===== config.mk =====
export PLATFORM = sky130hd
export DESIGN_NAME = utf8_katakana_to_hiragana_flat
export DESIGN_NICKNAME = d
export VERILOG_FILES = /design/src/rtl/u8k2h_pkg.sv /design/src/rtl/u8k2h_if.sv /design/src/rtl/u8k2h_step.sv /design/src/rtl/u8k2h_outq.sv /design/src/rtl/utf8_katakana_to_hiragana.sv /design/src/flat_wrapper.sv
export SDC_FILE = /design/constraint.sdc
export NUM_CORES = 1
export LEC_CHECK = 0
export BUFFER_PORTS_ARGS = -buffer_cell sky130_fd_sc_hd__buf_2
export CAP_MARGIN = 40
export CORE_MARGIN = 10
export CORE_UTILIZATION = 60
export DETAILED_ROUTE_END_ITERATION = 16
export GPL_TIMING_DRIVEN = 0
export HOLD_SLACK_MARGIN = 0.08
export PLACE_DENSITY = 0.84
export SKIP_LAST_GASP = 1
export SYNTH_ARGS = -nofsm -noshare
export SYNTH_HDL_FRONTEND = slang
export SYNTH_SLANG_ARGS = --single-unit

===== constraint.sdc =====
create_clock -name clk_i -period 4.34 [get_ports clk_i]
set_input_delay 1.085 -clock clk_i [delete_from_list [all_inputs] [get_ports clk_i]]
set_output_delay 1.085 -clock clk_i [all_outputs]
set_load 0.02 [all_outputs]

===== src/rtl/u8k2h_pkg.sv =====
// Shared constants and types of the UTF-8 katakana-to-hiragana converter.
// No dependencies; the step, queue, top level and checker files import it.
`default_nettype none

package u8k2h_pkg;

  // code point range of the converted katakana and the offset to hiragana
  localparam logic [15:0] KANA_FIRST = 16'h30A1;
  localparam logic [15:0] KANA_LAST  = 16'h30F6;
  localparam logic [15:0] KANA_SHIFT = 16'h0060;

  // UTF-8 marks of a three-byte sequence
  localparam logic [3:0] LEAD3_TAG  = 4'hE;
  localparam logic [7:0] LEAD3_MARK = 8'hE0;
  localparam logic [7:0] CONT_MARK  = 8'h80;

  // most result bytes one step can produce
  localparam int unsigned STEP_MAX = 3;

  // default depth of the result queue
  localparam int unsigned OUT_DEPTH = 8;

  // upper bound on bytes held inside: input register, window, result queue
  localparam int unsigned PEND_MAX = 1 + 2 + OUT_DEPTH;

  // results of one step, handed from the step logic to the result queue
  typedef struct packed {
    logic [1:0]      cnt;    // number of result bytes, 0 to 3
    logic [2:0][7:0] bytes;  // result bytes, entry 0 goes out first
    logic            last;   // the final result byte ends the text
  } step_res_t;

endpackage

`default_nettype wire


===== src/rtl/u8k2h_if.sv =====
// Valid/ready channel interfaces of the converter: byte input and byte output.
// No dependencies.
`default_nettype none

interface u8k2h_in_if;
  logic       valid;
  logic       ready;
  logic [7:0] in_byte;
  logic       end_of_text;

  modport source (output valid, output in_byte, output end_of_text, input ready);
  modport sink   (input valid, input in_byte, input end_of_text, output ready);
endinterface

interface u8k2h_out_if;
  logic       valid;
  logic       ready;
  logic [7:0] out_byte;
  logic       out_last;

  modport source (output valid, output out_byte, output out_last, input ready);
  modport sink   (input valid, input out_byte, input out_last, output ready);
endinterface

`default_nettype wire


===== src/rtl/u8k2h_step.sv =====
// One conversion step: places a byte into the three-byte window, converts katakana
// to hiragana and flushes on end of text. Combinational; uses u8k2h_pkg.
`default_nettype none

module u8k2h_step (
  input  logic [7:0]           win0_i,
  input  logic [7:0]           win1_i,
  input  logic [1:0]           fill_i,
  input  logic [7:0]           byte_i,
  input  logic                 eot_i,
  output u8k2h_pkg::step_res_t res_o,
  output logic [7:0]           win0_o,
  output logic [7:0]           win1_o,
  output logic [1:0]           fill_o
);
  import u8k2h_pkg::*;

  logic [7:0]  w0, w1, w2;
  logic [1:0]  nfill;
  logic        full;
  logic [15:0] cp;
  logic [15:0] hira;
  logic        conv;

  // window after the new byte goes in at the fill position
  assign w0    = (fill_i == 2'd0) ? byte_i : win0_i;
  assign w1    = (fill_i == 2'd1) ? byte_i : win1_i;
  assign w2    = byte_i;
  assign nfill = fill_i + 2'd1;
  assign full  = (fill_i == 2'd2);

  // decode without checking continuation bytes
  assign cp   = {w0[3:0], w1[5:0], w2[5:0]};
  assign conv = full && (w0[7:4] == LEAD3_TAG) && (cp >= KANA_FIRST) && (cp <= KANA_LAST);
  assign hira = cp - KANA_SHIFT;

  // result bytes: re-encoded hiragana, else the window bytes in order
  always_comb begin
    res_o.last = eot_i;
    if (conv) begin
      res_o.bytes[0] = LEAD3_MARK | {4'h0, hira[15:12]};
      res_o.bytes[1] = CONT_MARK | {2'b00, hira[11:6]};
      res_o.bytes[2] = CONT_MARK | {2'b00, hira[5:0]};
      res_o.cnt      = 2'd3;
    end else begin
      res_o.bytes[0] = w0;
      res_o.bytes[1] = w1;
      res_o.bytes[2] = w2;
      if (eot_i) begin
        res_o.cnt = nfill;
      end else if (full) begin
        res_o.cnt = 2'd1;
      end else begin
        res_o.cnt = 2'd0;
      end
    end
  end

  // window left behind for the next byte
  always_comb begin
    if (conv || eot_i) begin
      win0_o = w0;
      win1_o = w1;
      fill_o = 2'd0;
    end else if (full) begin
      win0_o = w1;
      win1_o = w2;
      fill_o = 2'd2;
    end else begin
      win0_o = w0;
      win1_o = w1;
      fill_o = nfill;
    end
  end

endmodule

`default_nettype wire


===== src/rtl/u8k2h_outq.sv =====
// Result queue: takes up to three bytes per cycle, sends one per cycle while
// the receiver is ready. Register storage with one read position; uses u8k2h_pkg.
`default_nettype none

module u8k2h_outq #(
  parameter int unsigned DEPTH = u8k2h_pkg::OUT_DEPTH
) (
  input  logic                 clk_i,
  input  logic                 rst_ni,
  input  logic                 push_i,
  input  u8k2h_pkg::step_res_t res_i,
  output logic                 room_o,
  output logic                 valid_o,
  input  logic                 ready_i,
  output logic [7:0]           byte_o,
  output logic                 last_o
);
  import u8k2h_pkg::*;

  localparam int unsigned PW = $clog2(DEPTH);
  localparam int unsigned CW = $clog2(DEPTH + 1);

  typedef struct packed {
    logic [7:0] data;
    logic       last;
  } entry_t;

  entry_t        mem_q [DEPTH];
  logic [PW-1:0] rd_ptr_q, rd_ptr_d;
  logic [PW-1:0] wr_ptr_q, wr_ptr_d;
  logic [CW-1:0] count_q, count_d;
  logic [1:0]    add_n;
  logic          pop;

  // pointer advance with wrap at the queue depth
  function automatic logic [PW-1:0] wrap_add(input logic [PW-1:0] p, input logic [1:0] k);
    logic [PW:0] s;
    s = {1'b0, p} + (PW + 1)'(k);
    if (s >= (PW + 1)'(DEPTH)) begin
      s = s - (PW + 1)'(DEPTH);
    end
    return s[PW-1:0];
  endfunction

  assign pop     = valid_o && ready_i;
  assign add_n   = push_i ? res_i.cnt : 2'd0;
  assign valid_o = (count_q != '0);
  assign byte_o  = mem_q[rd_ptr_q].data;
  assign last_o  = mem_q[rd_ptr_q].last;
  assign room_o  = (count_q <= CW'(DEPTH - STEP_MAX));

  assign rd_ptr_d = pop ? wrap_add(rd_ptr_q, 2'd1) : rd_ptr_q;
  assign wr_ptr_d = wrap_add(wr_ptr_q, add_n);
  assign count_d  = count_q + CW'(add_n) - CW'(pop);

  // control state
  always_ff @(posedge clk_i or negedge rst_ni) begin
    if (!rst_ni) begin
      rd_ptr_q <= '0;
      wr_ptr_q <= '0;
      count_q  <= '0;
    end else begin
      rd_ptr_q <= rd_ptr_d;
      wr_ptr_q <= wr_ptr_d;
      count_q  <= count_d;
    end
  end

  // write the step results in order, marking the final byte of a text
  always_ff @(posedge clk_i) begin
    for (int i = 0; i < STEP_MAX; i++) begin
      if (push_i && (2'(i) < res_i.cnt)) begin
        mem_q[wrap_add(wr_ptr_q, 2'(i))] <= '{
          data: res_i.bytes[i],
          last: res_i.last && (2'(i) == res_i.cnt - 2'd1)
        };
      end
    end
  end

endmodule

`default_nettype wire


===== src/rtl/utf8_katakana_to_hiragana.sv =====
// Top level of the streaming UTF-8 katakana-to-hiragana converter.
// Uses u8k2h_pkg, u8k2h_in_if, u8k2h_out_if, u8k2h_step and u8k2h_outq.
//
// Usage:
//   in_i carries one byte of UTF-8 text per transfer, with end_of_text on the
//   final byte. out_o carries the converted text one byte per transfer, with
//   out_last on the final byte of each text. Katakana U+30A1..U+30F6 leave as
//   the matching hiragana; every other byte passes unchanged. A text gives as
//   many output bytes as input bytes.
//   Order: a byte is held in the input register; once the queue has room, the
//   step that completes its window (or its end of text) writes its results
//   into the result queue, which offers them on out_o.
//   Throughput: one byte per cycle in and out while the queue has room and the
//   receiver is ready. A step may add up to three bytes to the result queue
//   (OUT_DEPTH entries); the input register moves on only while the queue has
//   room for three, so in steady flow the queue never throttles the input.
//   Reset empties the window, the input register and the result queue.
//   When the receiver stalls, out_o holds its byte, the queue fills and in_i
//   ready drops once the queue lacks room for a full step.
`default_nettype none

module utf8_katakana_to_hiragana #(
  parameter int unsigned OUT_DEPTH = u8k2h_pkg::OUT_DEPTH
) (
  input  logic        clk_i,
  input  logic        rst_ni,
  u8k2h_in_if.sink    in_i,
  u8k2h_out_if.source out_o
);
  import u8k2h_pkg::*;

  logic       in_vld_q;
  logic [7:0] in_byte_q;
  logic       in_eot_q;
  logic [7:0] win0_q, win0_d;
  logic [7:0] win1_q, win1_d;
  logic [1:0] fill_q, fill_d;
  step_res_t  res;
  logic       room;
  logic       adv;
  logic       in_xfer;

  // the input register hands on its byte when the queue can take a full step
  assign adv      = in_vld_q && room;
  assign in_i.ready = !in_vld_q || adv;
  assign in_xfer  = in_i.valid && in_i.ready;

  // input register
  always_ff @(posedge clk_i or negedge rst_ni) begin
    if (!rst_ni) begin
      in_vld_q <= 1'b0;
    end else if (in_xfer) begin
      in_vld_q <= 1'b1;
    end else if (adv) begin
      in_vld_q <= 1'b0;
    end
  end

  always_ff @(posedge clk_i) begin
    if (in_xfer) begin
      in_byte_q <= in_i.in_byte;
      in_eot_q  <= in_i.end_of_text;
    end
  end

  // window conversion logic
  u8k2h_step u_step (
    .win0_i (win0_q),
    .win1_i (win1_q),
    .fill_i (fill_q),
    .byte_i (in_byte_q),
    .eot_i  (in_eot_q),
    .res_o  (res),
    .win0_o (win0_d),
    .win1_o (win1_d),
    .fill_o (fill_d)
  );

  // window state
  always_ff @(posedge clk_i or negedge rst_ni) begin
    if (!rst_ni) begin
      fill_q <= 2'd0;
    end else if (adv) begin
      fill_q <= fill_d;
    end
  end

  always_ff @(posedge clk_i) begin
    if (adv) begin
      win0_q <= win0_d;
      win1_q <= win1_d;
    end
  end

  // result queue drives the output channel
  u8k2h_outq #(
    .DEPTH (OUT_DEPTH)
  ) u_outq (
    .clk_i   (clk_i),
    .rst_ni  (rst_ni),
    .push_i  (adv),
    .res_i   (res),
    .room_o  (room),
    .valid_o (out_o.valid),
    .ready_i (out_o.ready),
    .byte_o  (out_o.out_byte),
    .last_o  (out_o.out_last)
  );

endmodule

`default_nettype wire


===== src/flat_wrapper.sv =====
// flat-port wrapper written by rule: the top's interface ports become plain ports
module utf8_katakana_to_hiragana_flat import u8k2h_pkg::*;
#(
  parameter int unsigned OUT_DEPTH = u8k2h_pkg::OUT_DEPTH
)
  (clk_i, rst_ni, in_i_valid, in_i_in_byte, in_i_end_of_text, in_i_ready, out_o_valid, out_o_out_byte, out_o_out_last, out_o_ready);
  u8k2h_in_if in_i_i ();
  u8k2h_out_if out_o_i ();
  input  logic clk_i;
  input  logic rst_ni;
  input wire logic [$bits(in_i_i.valid)-1:0] in_i_valid;
  input wire logic [$bits(in_i_i.in_byte)-1:0] in_i_in_byte;
  input wire logic [$bits(in_i_i.end_of_text)-1:0] in_i_end_of_text;
  output wire logic [$bits(in_i_i.ready)-1:0] in_i_ready;
  output wire logic [$bits(out_o_i.valid)-1:0] out_o_valid;
  output wire logic [$bits(out_o_i.out_byte)-1:0] out_o_out_byte;
  output wire logic [$bits(out_o_i.out_last)-1:0] out_o_out_last;
  input wire logic [$bits(out_o_i.ready)-1:0] out_o_ready;
  assign in_i_i.valid = in_i_valid;
  assign in_i_i.in_byte = in_i_in_byte;
  assign in_i_i.end_of_text = in_i_end_of_text;
  assign in_i_ready = in_i_i.ready;
  assign out_o_valid = out_o_i.valid;
  assign out_o_out_byte = out_o_i.out_byte;
  assign out_o_out_last = out_o_i.out_last;
  assign out_o_i.ready = out_o_ready;
  utf8_katakana_to_hiragana #(.OUT_DEPTH(OUT_DEPTH)) u_core (.clk_i(clk_i), .rst_ni(rst_ni), .in_i(in_i_i), .out_o(out_o_i));
endmodule

* After elaboration in Yosys (flattened, before gate mapping)
Memory sizes are Yosys's and may differ from the RTL's. Index checks and enable logic that the tools add are counted.
Storage, ports and cells: register bits 38, bits in latches 0, RAM bits 72, memory bits (read-only) 0, output and inout bits 11, logic and storage cells 87, memories kept 1
Cells by class: $add $sub $neg 14, $mul 0, div/mod/pow operators 0, $lt $le $gt $ge 11, equality and inequality tests 5, shift-type cells 0, multiplexer cells 28, bitwise operators 0, reduce and logical (&&, ||, !) cells 19
Memories:
- u_core.u_outq.mem_q | words 8, width 9, rd ports 1, clocked after memory_dff 0, write ports 3, RTL line u8k2h_outq.sv:28 | entry_t mem_q [DEPTH];
Operators by type and width (count):
- $mux W8 | 6
- $mux W26 | 1
- $mux W3 | 8
- $ge A16 B14 Y1 const B | 1
- $ge A4 B4 Y1 const B | 4
- $le A16 B14 Y1 const B | 1
- $sub A16 B7 Y16 const B | 1
- $sub A3 B1 Y3 const B | 5
- $logic_and A1 B1 Y1 | 12
- $mux W1 | 9
- $add A3 B1 Y4 const B | 2
- $mux W2 | 4
- $add A3 B2 Y4 | 1
- $add A3 B2 Y4 const B | 1
- $add A4 B2 Y4 | 1
- $eq A4 B4 Y1 const B | 1
- $ge A3 B4 Y1 const B | 1
- $le A4 B3 Y1 const B | 1
- $logic_not A2 Y1 | 2
- $lt A1 B2 Y1 const A | 2
- $reduce_bool A4 Y1 | 1
- $sub A4 B1 Y4 | 1
- $add A2 B1 Y2 const B | 1
- $eq A1 B2 Y1 const A | 1
- other kinds (8) | 9

* Depth between registers and ports, before layout
Gate-level depths: netlist of run 1.
depth in word-level cells 11, gate-level depth with buffers 18, mapped depth without buffers 15

* By module
From an unflattened synthesis of run 1, not the netlist that was laid out.
Unflattened totals: cell total of the unflattened synthesis 684, area total of the unflattened synthesis 7108.1 µm²
Modules (own cells, without submodules):
- u8k2h_outq | instances 1, cells each 556, area each 5485.3 µm², sequential area each 2412.3 µm²
- utf8_katakana_to_hiragana | instances 1, cells each 35, area each 874.6 µm², sequential area each 825.8 µm²
- u8k2h_step | instances 1, cells each 93, area each 748.2 µm², sequential area each 0.0 µm²

* Least setup slack after synthesis of run 1
Ideal clock, no wire load.
kind register to register, start register u_core.fill_q[0], end register u_core.u_outq.count_q[3], library setup time 79 ps, data arrival time 3328 ps, required time 4261 ps, path slack 933 ps, cell stages (with the launch flop) 17, buffers on the path 3, period minus slack after synthesis 3407 ps, path through dfrtp_1 -> ha_1 -> buf_6 -> or3b_4 -> a211oi_2 -> and4_1 -> buf_4 -> nand2_1 -> buf_2 -> nand2_1 -> nand2_1 -> ha_1 -> inv_1 -> ha_1 -> a21o_1 -> a21oi_1 -> xor2_1
On the way: longest elaborated chain between the ends 10, elaborated cells between the ends (all ways) 18, those cells by class 3 x add/sub; 2 x order compare; 3 x eq/ne; 6 x mux; 4 x reduce/logical
Ends and longest elaborated chain:
- start, declared | RTL line utf8_katakana_to_hiragana.sv:37 | logic [1:0] fill_q, fill_d;
- start signal, assigned | RTL line utf8_katakana_to_hiragana.sv:84 | fill_q <= fill_d;
- parallel branches: the longest is 6 deep, another holds $ge A16 B14 Y1
- $mux W26 (*) | RTL line u8k2h_step.sv:40 | if (conv) begin
- $mux W2 (*) | RTL line u8k2h_outq.sv:46 | assign add_n = push_i ? res_i.cnt : 2'd0;
- $add A4 B2 Y4 (*) | RTL line u8k2h_outq.sv:54 | assign count_d = count_q + CW'(add_n) - CW'(pop);
- $sub A4 B1 Y4 (*) | RTL line u8k2h_outq.sv:54
- named net u_core.u_outq.count_d[3] | RTL line u8k2h_outq.sv:31 | logic [CW-1:0] count_q, count_d;
- end signal, assigned | RTL line u8k2h_outq.sv:65 | count_q <= count_d;
- end, declared | RTL line u8k2h_outq.sv:31
Mark *: on every way through the listed nets, which the timed path passes. A chain may end at the register's enable or synchronous reset.

==> impl_metrics.ini, run 1 <==
[run_status]
status = complete, no violations

[clocking]
cts_buffer_depth = 2
clk_pin_slew_ps = 70
h-tree-depth = 3
cts.sinks = 110
root_buffer = clkbuf_16
insertion_delay_ps = 360
post_cts_buffers = 0
numCtsBuffers = 9
ctsHoldBuffers = 0
cts_tree = built
post_cts_resized = 0

[global_route]
grt_pass1_wl_um = 33000
grt_max_degree = 17
track_usage = 0.259
first_global_vias = 5611
gr-total-overflow = 0
antenna_found_initial = 0

[synthesis]
avgSynthCellArea_sq_um = 10.8
synth_top_area_share = 0.407
async_flop_share = 0.118
seq_area_frac_synth = 0.453
yosysMostFrequentCell = edfxtp_1
synth-edff-count = 97
ys_warn_count = 0
synth_seq_cells = 110
synth_common_cells = 97 x edfxtp_1, 63 x nand2_1, 48 x a21oi_1, 44 x nor2_1
synth_area_sq_mm = 0.00715
ys.flop_type = edfxtp_1
syn_nets = 691
yosys.area.top_type = edfxtp_1
syn_inst = 661
synth.area.top_cells = edfxtp_1 41%, mux4_2 5.7%, dfrtp_1 4.5%, mux2i_1 4.5%, mux2_2 3.5%
synth_cell_types = 69

[final_layout]
fin_nets = 740
stdcell_count = 856
antennaDiodeCount = 0
drive_above_1_share = 0.205
synthToLayoutAreaGrowth_pct = 9.62
fin_util = 0.678

[setup_path]
arrival_ps = 4190
crit_fanout = 10
worstPathCellList = ha_1, buf_6, mux2_4, nor4_2, nand4_2, buf_6, nor2_2, buf_2, o21ai_1, o21ai_0, buf_2
path_class = reg -> reg
r2r_slack_ps = 200
path_delay_family = buffers and inverters
path_buf_inv = 4
end_kind = flop
cp-start-kind = flop
cp_slowest_cell = o21ai_0
cp_data_required_time_ps = 4390
cp_slowest_stage_delay_ps = 610

[drt]
via_count = 5838
drcViolationCount = 0
dr.pass1.iters = 6
drt_iter0_drc = 824
routed_via_density = 6.82
ant_nets = 0
wl_per_cell_um = 25.0
wirelength_um = 21400

[placed_design]
portBuffers = 23
dp_hpwl_um = 16600
place.gp.congestion = 1.02
place_inst = 842
dp_slack_ps = 290

[power_and_ir_drop]
power_density_mw_per_mm2 = 769
peakVddDrop_mv = 0.655
switching_share = 0.443
internal_power_mw = 3.36
power_switching_mw = 2.67
p_clk_frac = 0.134
seqPwrFrac = 0.299
comb_power_share = 0.568
leakage_nw = 2.92
p_total_mw = 6.03

[flow_run]
cap_violations = 0

[floorplanning]
io_pins = 24
start_util = 0.618
fp.dieH_um = 129
die_area_sq_mm = 0.0167
placeableCoreArea_sq_mm = 0.0116
die_w_um = 129
rows = 39

[timing]
post-route-period-util = 0.954
timing.hold.ws_ps = 584
period_needed_ps = 4140
slew_headroom = 0.373
worstMarginPinSlew_ps = 931
hold_viol = 0
drv_slew = 0
fmax_ghz = 0.242
finalSetupViolCount = 0
rsz0062_at_grt = false
clock-skew-final_ps = 10.3
setup_slack_ps = 200

[worst_hold_path]
hold_path.class = reg -> reg
flip-flops by register name, summed over array words and instances (netlist names):
name and flops:
u_core.u_outq.mem_q 72, u_core.u_outq.wr_ptr_q 3, u_core.win1_q 8, u_core.fill_q 2, u_core.u_outq.rd_ptr_q 3, u_core.u_outq.count_q 4
u_core.win0_q 8, u_core.in_byte_q 8, u_core.in_vld_q 1, u_core.in_eot_q 1
routing by layer:
metal | up-vias | routed length [um] | track usage
li1 | 2640 | - | -
met1 | 2785 | 8930 | 0.353
met2 | 362 | 9920 | 0.413
met3 | 51 | 1870 | 0.0326
met4 | 0 | 668 | 0.106
met5 | - | 0 | 0
cell families (layout without fill, tap and decap cells):
| kind of cell | count (synthesis) | in the layout | synth area share |
|---|---|---|---|
| and+or+nand+nor | 193 | 193 | 0.130 |
| AOI/OAI and AO/OA | 184 | 184 | 0.179 |
| DFF | 110 | 110 | 0.453 |
| muxes | 78 | 78 | 0.147 |
| buffers and inverters | 71 | 123 | 0.0490 |
| adders and majority gates | 17 | 17 | 0.0318 |
| xor gates and xnor gates | 8 | 8 | 0.00980 |
final timing paths:
check / from / depth (start not counted) / endpoint
min reg2reg: u_core.u_outq.count_q[0]$_DFF_PN0_ / 1 / u_core.u_outq.count_q[0]$_DFF_PN0_
min in group asynchronous: rst_ni / 1 / u_core.u_outq.count_q[3]$_DFF_PN0_
max in group asynchronous: rst_ni / 1 / u_core.u_outq.rd_ptr_q[2]$_DFFE_PN0P_
min: u_core.u_outq.count_q[0]$_DFF_PN0_ / 1 / u_core.u_outq.count_q[0]$_DFF_PN0_
max reg2reg: u_core.fill_q[0]$_DFFE_PN0P_ / 11 / u_core.u_outq.mem_q[2][7]$_DFFE_PP_
max: u_core.fill_q[0]$_DFFE_PN0P_ / 11 / u_core.u_outq.mem_q[2][7]$_DFFE_PP_
power by group through the flow:
stage                     combinational [mW]  sequential, mW  clock, mW
after floorplan                         2.36            1.77          0
after global placement                  3.14            1.80          0
after detailed placement                3.33            1.82          0
after CTS                               3.35            1.80      0.807
after global routing                    3.69            1.83      0.839
final                                   3.42            1.80      0.806
stage by stage:
stage	setup TNS [ps]	cell area, sq um
after global placement	-2770	7450
after CTS	0	7840
after detailed placement	0	7560
after global routing	0	7840
after floorplan	0	7150
final	0	7840
final cells by class:
| cell class | instances | area (sq um) |
|---|---|---|
| clock buffer | 9 | 225 |
| clock inverter | 5 | 50.0 |
| inverter | 20 | 75.1 |
| tap | 143 | 179 |
| multi-input combinational | 480 | 3570 |
| buffer | 51 | 277 |
| timing repair buffer | 38 | 223 |
| sequential | 110 | 3240 |
| fill | 867 | 3720 |
cells in the final DEF (no fill, tap or decap), types with 8 or more instances in the layout:
cell type and n:
ha_1 15, o32ai_1 15, inv_1 18, o211ai_1 31
mux2_2 22, a211oi_1 10, mux4_2 18, o21ai_0 29
mux2i_1 32, dfrtp_1 13, and2_1 9, nand3_1 21
clkbuf_1 21, clkbuf_16 9, buf_4 11, buf_2 44
buf_6 9, edfxtp_1 97, a21oi_1 48, nor2_1 44
nor3_1 15, o21ai_1 8, nand2_1 63, nor4_1 10
worst register-to-register path, delay by kind of cell (launching register included):
family | cells | cell delay [ps]
AOI/OAI and AO/OA | 2 | 880
adders and majority gates | 1 | 300
buffers and inverters | 4 | 1060
DFF | 1 | 540
muxes | 1 | 380
and+or+nand+nor | 3 | 690
(Power assumes the default switching activity.)
==> run 2, diff against run 1 <==
- ABC_AREA: default -> 1
- CORE_UTILIZATION: 60 -> 30
- PLACE_DENSITY: 0.84 -> 0.51
==> run 2 against run 1 <==
  * Clock power is 4.1% higher
  * Maximum frequency increased by 9.2%
  * Non-clock buffer count is 7 lower
  * Critical path depth is 5 lower
  * Routed wire length grew 27%
==> impl_metrics.ini, run 2 <==
[synthesis]
ys_warn_count = 0
syn_inst = 943
seq_area_frac_synth = 0.439
synth_cell_types = 33
synth.area.top_cells = edfxtp_1 40%, nand3_1 14%, nand2_1 12%, nor2_1 4.9%, dfrtp_1 4.4%
async_flop_share = 0.118
yosysMostFrequentCell = nand2_1
syn_nets = 973
synth_area_sq_mm = 0.00737
synth_seq_cells = 110
synth-edff-count = 97
synth_top_area_share = 0.395
avgSynthCellArea_sq_um = 7.82
synth_common_cells = 231 x nand2_1, 209 x nand3_1, 97 x edfxtp_1, 97 x nor2_1, 58 x o21ai_0
yosys.area.top_type = edfxtp_1
ys.flop_type = edfxtp_1

[setup_path]
cp_slowest_cell = o21ai_0
r2r_slack_ps = 620
timing.rr.start = u_core.fill_q[0]$_DFFE_PN0P_
reg2regPathDepth = 19
path_buf_inv = 4
cp_data_required_time_ps = 3250
path_common_cell = clkbuf_1
worstPathCellList = clkbuf_1, clkinv_1, clkbuf_1, o21ai_0, a31oi_1, buf_2
cp_slowest_stage_delay_ps = 430
cp-startpoint = u_core.u_outq.rd_ptr_q[0]$_DFFE_PN0P_
timing.rr.end = u_core.u_outq.count_q[3]$_DFF_PN0_
path_class = reg -> out
arrival_ps = 2700
cp-start-kind = flop
end_kind = primary output
endpoint = out_o_out_byte[1]
path_delay_family = buffers and inverters
crit_fanout = 10
cp.depth = 6

[placed_design]
portBuffers = 23
dp_hpwl_um = 19400
placed_area_sq_mm = 0.00792
place.gp.congestion = 0.936

[clocking]
ctsHoldBuffers = 0
clk_pin_slew_ps = 80
cts_tree = built
numCtsBuffers = 9
h-tree-depth = 3
post_cts_buffers = 0
cts_buffer_depth = 2
post_cts_resized = 0
root_buffer = clkbuf_16
cts.sinks = 110
insertion_delay_ps = 370

[final_layout]
drive_above_1_share = 0.106
antennaDiodeCount = 0
fin_util = 0.339
final_common_cell = nand2_1
final_area_sq_mm = 0.00821
largest_reg_flops = 72
synthToLayoutAreaGrowth_pct = 11.4
fillCellCount = 2626
layout_common_cells = 231 x nand2_1, 209 x nand3_1, 97 x nor2_1, 97 x edfxtp_1, 58 x o21ai_0
top_register = u_core.u_outq.mem_q
fin_nets = 1011

[timing]
period_needed_ps = 3790
finalSetupViolCount = 0
slew_headroom = 0.394
clock-skew-final_ps = 11.3
fin_tns_setup_ps = 0
fmax_ghz = 0.264
drv_slew = 0
post-route-period-util = 0.873
hold_viol = 0
worstMarginPinSlew_ps = 910
rsz0062_at_grt = false

[drt]
drcViolationCount = 0
drt_iter0_drc = 923
dr.pass1.iters = 6
wirelength_um = 27200
ant_nets = 0
wl_per_cell_um = 20.8
via_count = 7088
routed_via_density = 5.41

[power_and_ir_drop]
peakVddDrop_mv = 0.302
leakage_nw = 3.36
power_density_mw_per_mm2 = 821

[floorplanning]
io_pins = 24
fp.dieH_um = 177
placeableCoreArea_sq_mm = 0.0242
die_w_um = 177
start_util = 0.304
die_area_sq_mm = 0.0312
rows = 57

[global_route]
track_usage = 0.174
antenna_found_initial = 0
gr-total-overflow = 0
grt_pass1_wl_um = 40600
grt_max_degree = 26
first_global_vias = 6489

[flow_run]
cap_violations = 0

[run_status]
status = complete, no violations

[worst_hold_path]
hold_path.class = reg -> reg
run 2: changes by cell type in the layout (fill, tap and decap cells not counted), sizes merged, moves of 26 or more:
cell / change
nand4: +26
inv: +42
nand3: +205
mux2: -27
nand2: +172
mux2i: -33
nor2: +56
a21oi: -48
o211ai: -32
run 2: metrics by stage:
stage,instances,hold WS (ps),power (mW),setup slack (ps)
4_1_cts,1310,515,6.70,565
3_3_place_gp,1290,495,5.83,301
6_report,1310,512,6.75,550
3_5_place_dp,1294,497,5.86,672
5_1_grt,1310,542,7.20,337
2_1_floorplan,943,478,4.44,1340
run 2: cell type report:
class,instances,area (sq um),share of cell area
Clock inverter,7,66.3,0.00807
Sequential cell,110,3240,0.394
Multi-Input combinational cell,714,3580,0.436
Tap cell,324,405,0.0494
Clock buffer,9,225,0.0274
Buffer,55,313,0.0381
Inverter,64,243,0.0296
Timing Repair Buffer,27,143,0.0174
run 2: metal layers:
layer | up-vias | GRT usage | wire length, um
met5 | - | 0 | 0
met1 | 3391 | 0.237 | 11900
met2 | 333 | 0.278 | 12700
met4 | 0 | 0.0480 | 520
met3 | 41 | 0.0292 | 2090
li1 | 3323 | - | -
run 2: power by group:
group | total [mW] | leakage (nW) | internal [mW] | switching (mW)
sequential | 1.79 | 1.04 | 1.67 | 0.126
combinational | 4.11 | 2.17 | 1.04 | 3.07
clock | 0.839 | 0.141 | 0.403 | 0.436
run 2: logic make-up after synthesis:
logic type / share of synthesized area
AND/OR/NAND/NOR: 0.384
flip-flops: 0.439
buffers and inverters: 0.0752
XOR/XNOR: 0.00832
adder cells (fa/ha/maj): 0.0309
AO/OA/AOI/OAI: 0.0628
run 2: how the worst min path moves through the flow:
stage                                  startpoint                                  to  slack (ps)  cells after the start
6_report       u_core.u_outq.count_q[0]$_DFF_PN0_  u_core.u_outq.count_q[0]$_DFF_PN0_         510                      1
5_1_grt        u_core.u_outq.count_q[0]$_DFF_PN0_  u_core.u_outq.count_q[0]$_DFF_PN0_         540                      1
4_1_cts        u_core.u_outq.count_q[0]$_DFF_PN0_  u_core.u_outq.count_q[0]$_DFF_PN0_         510                      1
3_5_place_dp   u_core.u_outq.count_q[0]$_DFF_PN0_  u_core.u_outq.count_q[0]$_DFF_PN0_         500                      1
3_3_place_gp   u_core.u_outq.count_q[0]$_DFF_PN0_  u_core.u_outq.count_q[0]$_DFF_PN0_         500                      1
2_1_floorplan  u_core.u_outq.count_q[0]$_DFF_PN0_  u_core.u_outq.count_q[0]$_DFF_PN0_         480                      1
==> run 3, diff against run 2 <==
- clock period: 4.34 -> 3.68 ns (I/O delays scaled with it)
==> run 3 against run 2 <==
  * Clock-buffer cell count stayed put
  * Combinational power is 19% higher
  * Total power increased by 18%
  * Final cell count is the same
  * Design area rose by 0.35%
  * Register-to-register slack worse by 350 ps
  * Non-clock buffer count unchanged
  * Hold slack lost 83 ps
  * Sequential share of layout area down 0.14 points
  * Highest routed layer unchanged
==> impl_metrics.ini, run 3 (synthesis gave the netlist of run 2 again) <==
[clocking]
clk_pin_slew_ps = 80
cts_buffer_depth = 2
cts.sinks = 110
root_buffer = clkbuf_16
numCtsBuffers = 9
h-tree-depth = 3
insertion_delay_ps = 380
cts_tree = built
ctsHoldBuffers = 0

[timing]
drv_slew = 0
hold_viol = 0
finalSetupViolCount = 0
post-route-period-util = 0.926
timing.hold.ws_ps = 429
clock-skew-final_ps = 12.0
slew_headroom = 0.365
period_needed_ps = 3410
fmax_ghz = 0.293
fin_tns_setup_ps = 0
worstMarginPinSlew_ps = 952
rsz0062_at_grt = false

[setup_path]
arrival_ps = 3430
reg2regPathDepth = 10
worstPathCellList = inv_1, ha_1, inv_1, o21ai_0, o21ai_1, nor2_2, buf_4, buf_2, nand3_1, nand3_1
cp_slowest_cell = buf_2
path_buf_inv = 4
cp_data_required_time_ps = 3700
r2r_slack_ps = 270
cp-startpoint = u_core.u_outq.count_q[3]$_DFF_PN0_
timing.rr.start = u_core.u_outq.count_q[3]$_DFF_PN0_
path_class = reg -> reg
end_kind = flop
endpoint = u_core.u_outq.mem_q[6][6]$_DFFE_PP_
cp-start-kind = flop
cp.depth = 10
path_delay_family = simple AND/OR/NAND/NOR gates
cp_slowest_stage_delay_ps = 600
crit_fanout = 25
timing.rr.end = u_core.u_outq.mem_q[6][6]$_DFFE_PP_

[drt]
wirelength_um = 27300
routed_via_density = 5.45
ant_nets = 0
dr.pass1.iters = 5
drcViolationCount = 0
via_count = 7134
wl_per_cell_um = 20.8
drt_iter0_drc = 936

[global_route]
antenna_found_initial = 0
grt_pass1_wl_um = 40600
first_global_vias = 6489
gr-total-overflow = 0
grt_max_degree = 26
track_usage = 0.174

[placed_design]
dp_hpwl_um = 19400
placed_area_sq_mm = 0.00792
place_inst = 1294
place.gp.congestion = 0.936
portBuffers = 23

[final_layout]
fin_nets = 1011
seqCellArea_sq_mm = 0.00324
layout_common_cells = 230 x nand2_1, 209 x nand3_1, 97 x nor2_1, 97 x edfxtp_1, 58 x o21ai_0
fillCellCount = 2622
top_register = u_core.u_outq.mem_q
synthToLayoutAreaGrowth_pct = 11.8
largest_reg_flops = 72
antennaDiodeCount = 0
stdcell_count = 1310
final_area_sq_mm = 0.00824
multiInputGateArea_sq_mm = 0.00360
final_common_cell = nand2_1
drive_above_1_share = 0.111

[run_status]
status = complete, no violations

[floorplanning]
io_pins = 24
die_w_um = 177
fp.dieH_um = 177
placeableCoreArea_sq_mm = 0.0242
rows = 57
start_util = 0.304
die_area_sq_mm = 0.0312

[power_and_ir_drop]
internal_power_mw = 3.68
p_clk_frac = 0.124
leakage_nw = 3.36
seqPwrFrac = 0.265
comb_power_share = 0.611
power_density_mw_per_mm2 = 969
peakVddDrop_mv = 0.356
switching_share = 0.539
power_switching_mw = 4.30

[flow_run]
cap_violations = 0

[worst_hold_path]
hold_path.class = in -> async
[run 3: worst min path at each step]
stage	slack, ps	depth (start not counted)	end
after CTS	450	1	u_core.u_outq.count_q[2]$_DFF_PN0_
after detailed placement	500	1	u_core.u_outq.count_q[0]$_DFF_PN0_
after global routing	450	1	u_core.u_outq.count_q[1]$_DFF_PN0_
after floorplan	480	1	u_core.u_outq.count_q[0]$_DFF_PN0_
after global placement	500	1	u_core.u_outq.count_q[0]$_DFF_PN0_
final	430	1	u_core.in_vld_q$_DFFE_PN0P_
[run 3: routing by layer]
layer  track usage  share of wire  up-vias
li1              -              -     3323
met1         0.237           0.43     3408
met2         0.278           0.46      362
met3        0.0292          0.080       41
met4        0.0480          0.021        0
met5             0              0        -
[run 3: per-stage QoR]
stage | worst slack, ps | utilization | power, mW
2_1_floorplan | 679 | - | 5.24
4_1_cts | 61.9 | 0.339 | 7.90
3_5_place_dp | 12.1 | 0.327 | 6.91
6_report | 271 | 0.340 | 7.99
3_3_place_gp | -359 | 0.326 | 6.88
5_1_grt | 16.2 | 0.340 | 8.52
[run 3: power groups by stage]
stage          logic, mW  clock network, mW  registers (mW)
2_1_floorplan       3.16                  0            2.08
3_3_place_gp        4.73                  0            2.15
3_5_place_dp        4.77                  0            2.15
4_1_cts             4.78               1.01            2.12
5_1_grt             5.32               1.05            2.15
6_report            4.88              0.990            2.12
[run 3: layout make-up]
type / count / area share
Tap cell: 324 / 0.0492
Buffer: 55 / 0.0389
Sequential cell: 110 / 0.393
Timing Repair Buffer: 27 / 0.0173
Clock buffer: 9 / 0.0273
Multi-Input combinational cell: 714 / 0.437
Inverter: 64 / 0.0299
Clock inverter: 7 / 0.00804
[run 3: worst register-to-register path, stage by stage, from the launching register on]
cell,delay [ps]
dfrtp_1,380
inv_1,70
ha_1,140
inv_1,50
o21ai_0,130
o21ai_1,150
nor2_2,550
buf_4,390
buf_2,600
nand3_1,200
nand3_1,390
[run 3: timing repair]
item                       in CTS  in global routing
gates resized for setup         1                  9
setup endpoints to repair       2                 39
cloned                          0                  0
buffers inserted                0                  0
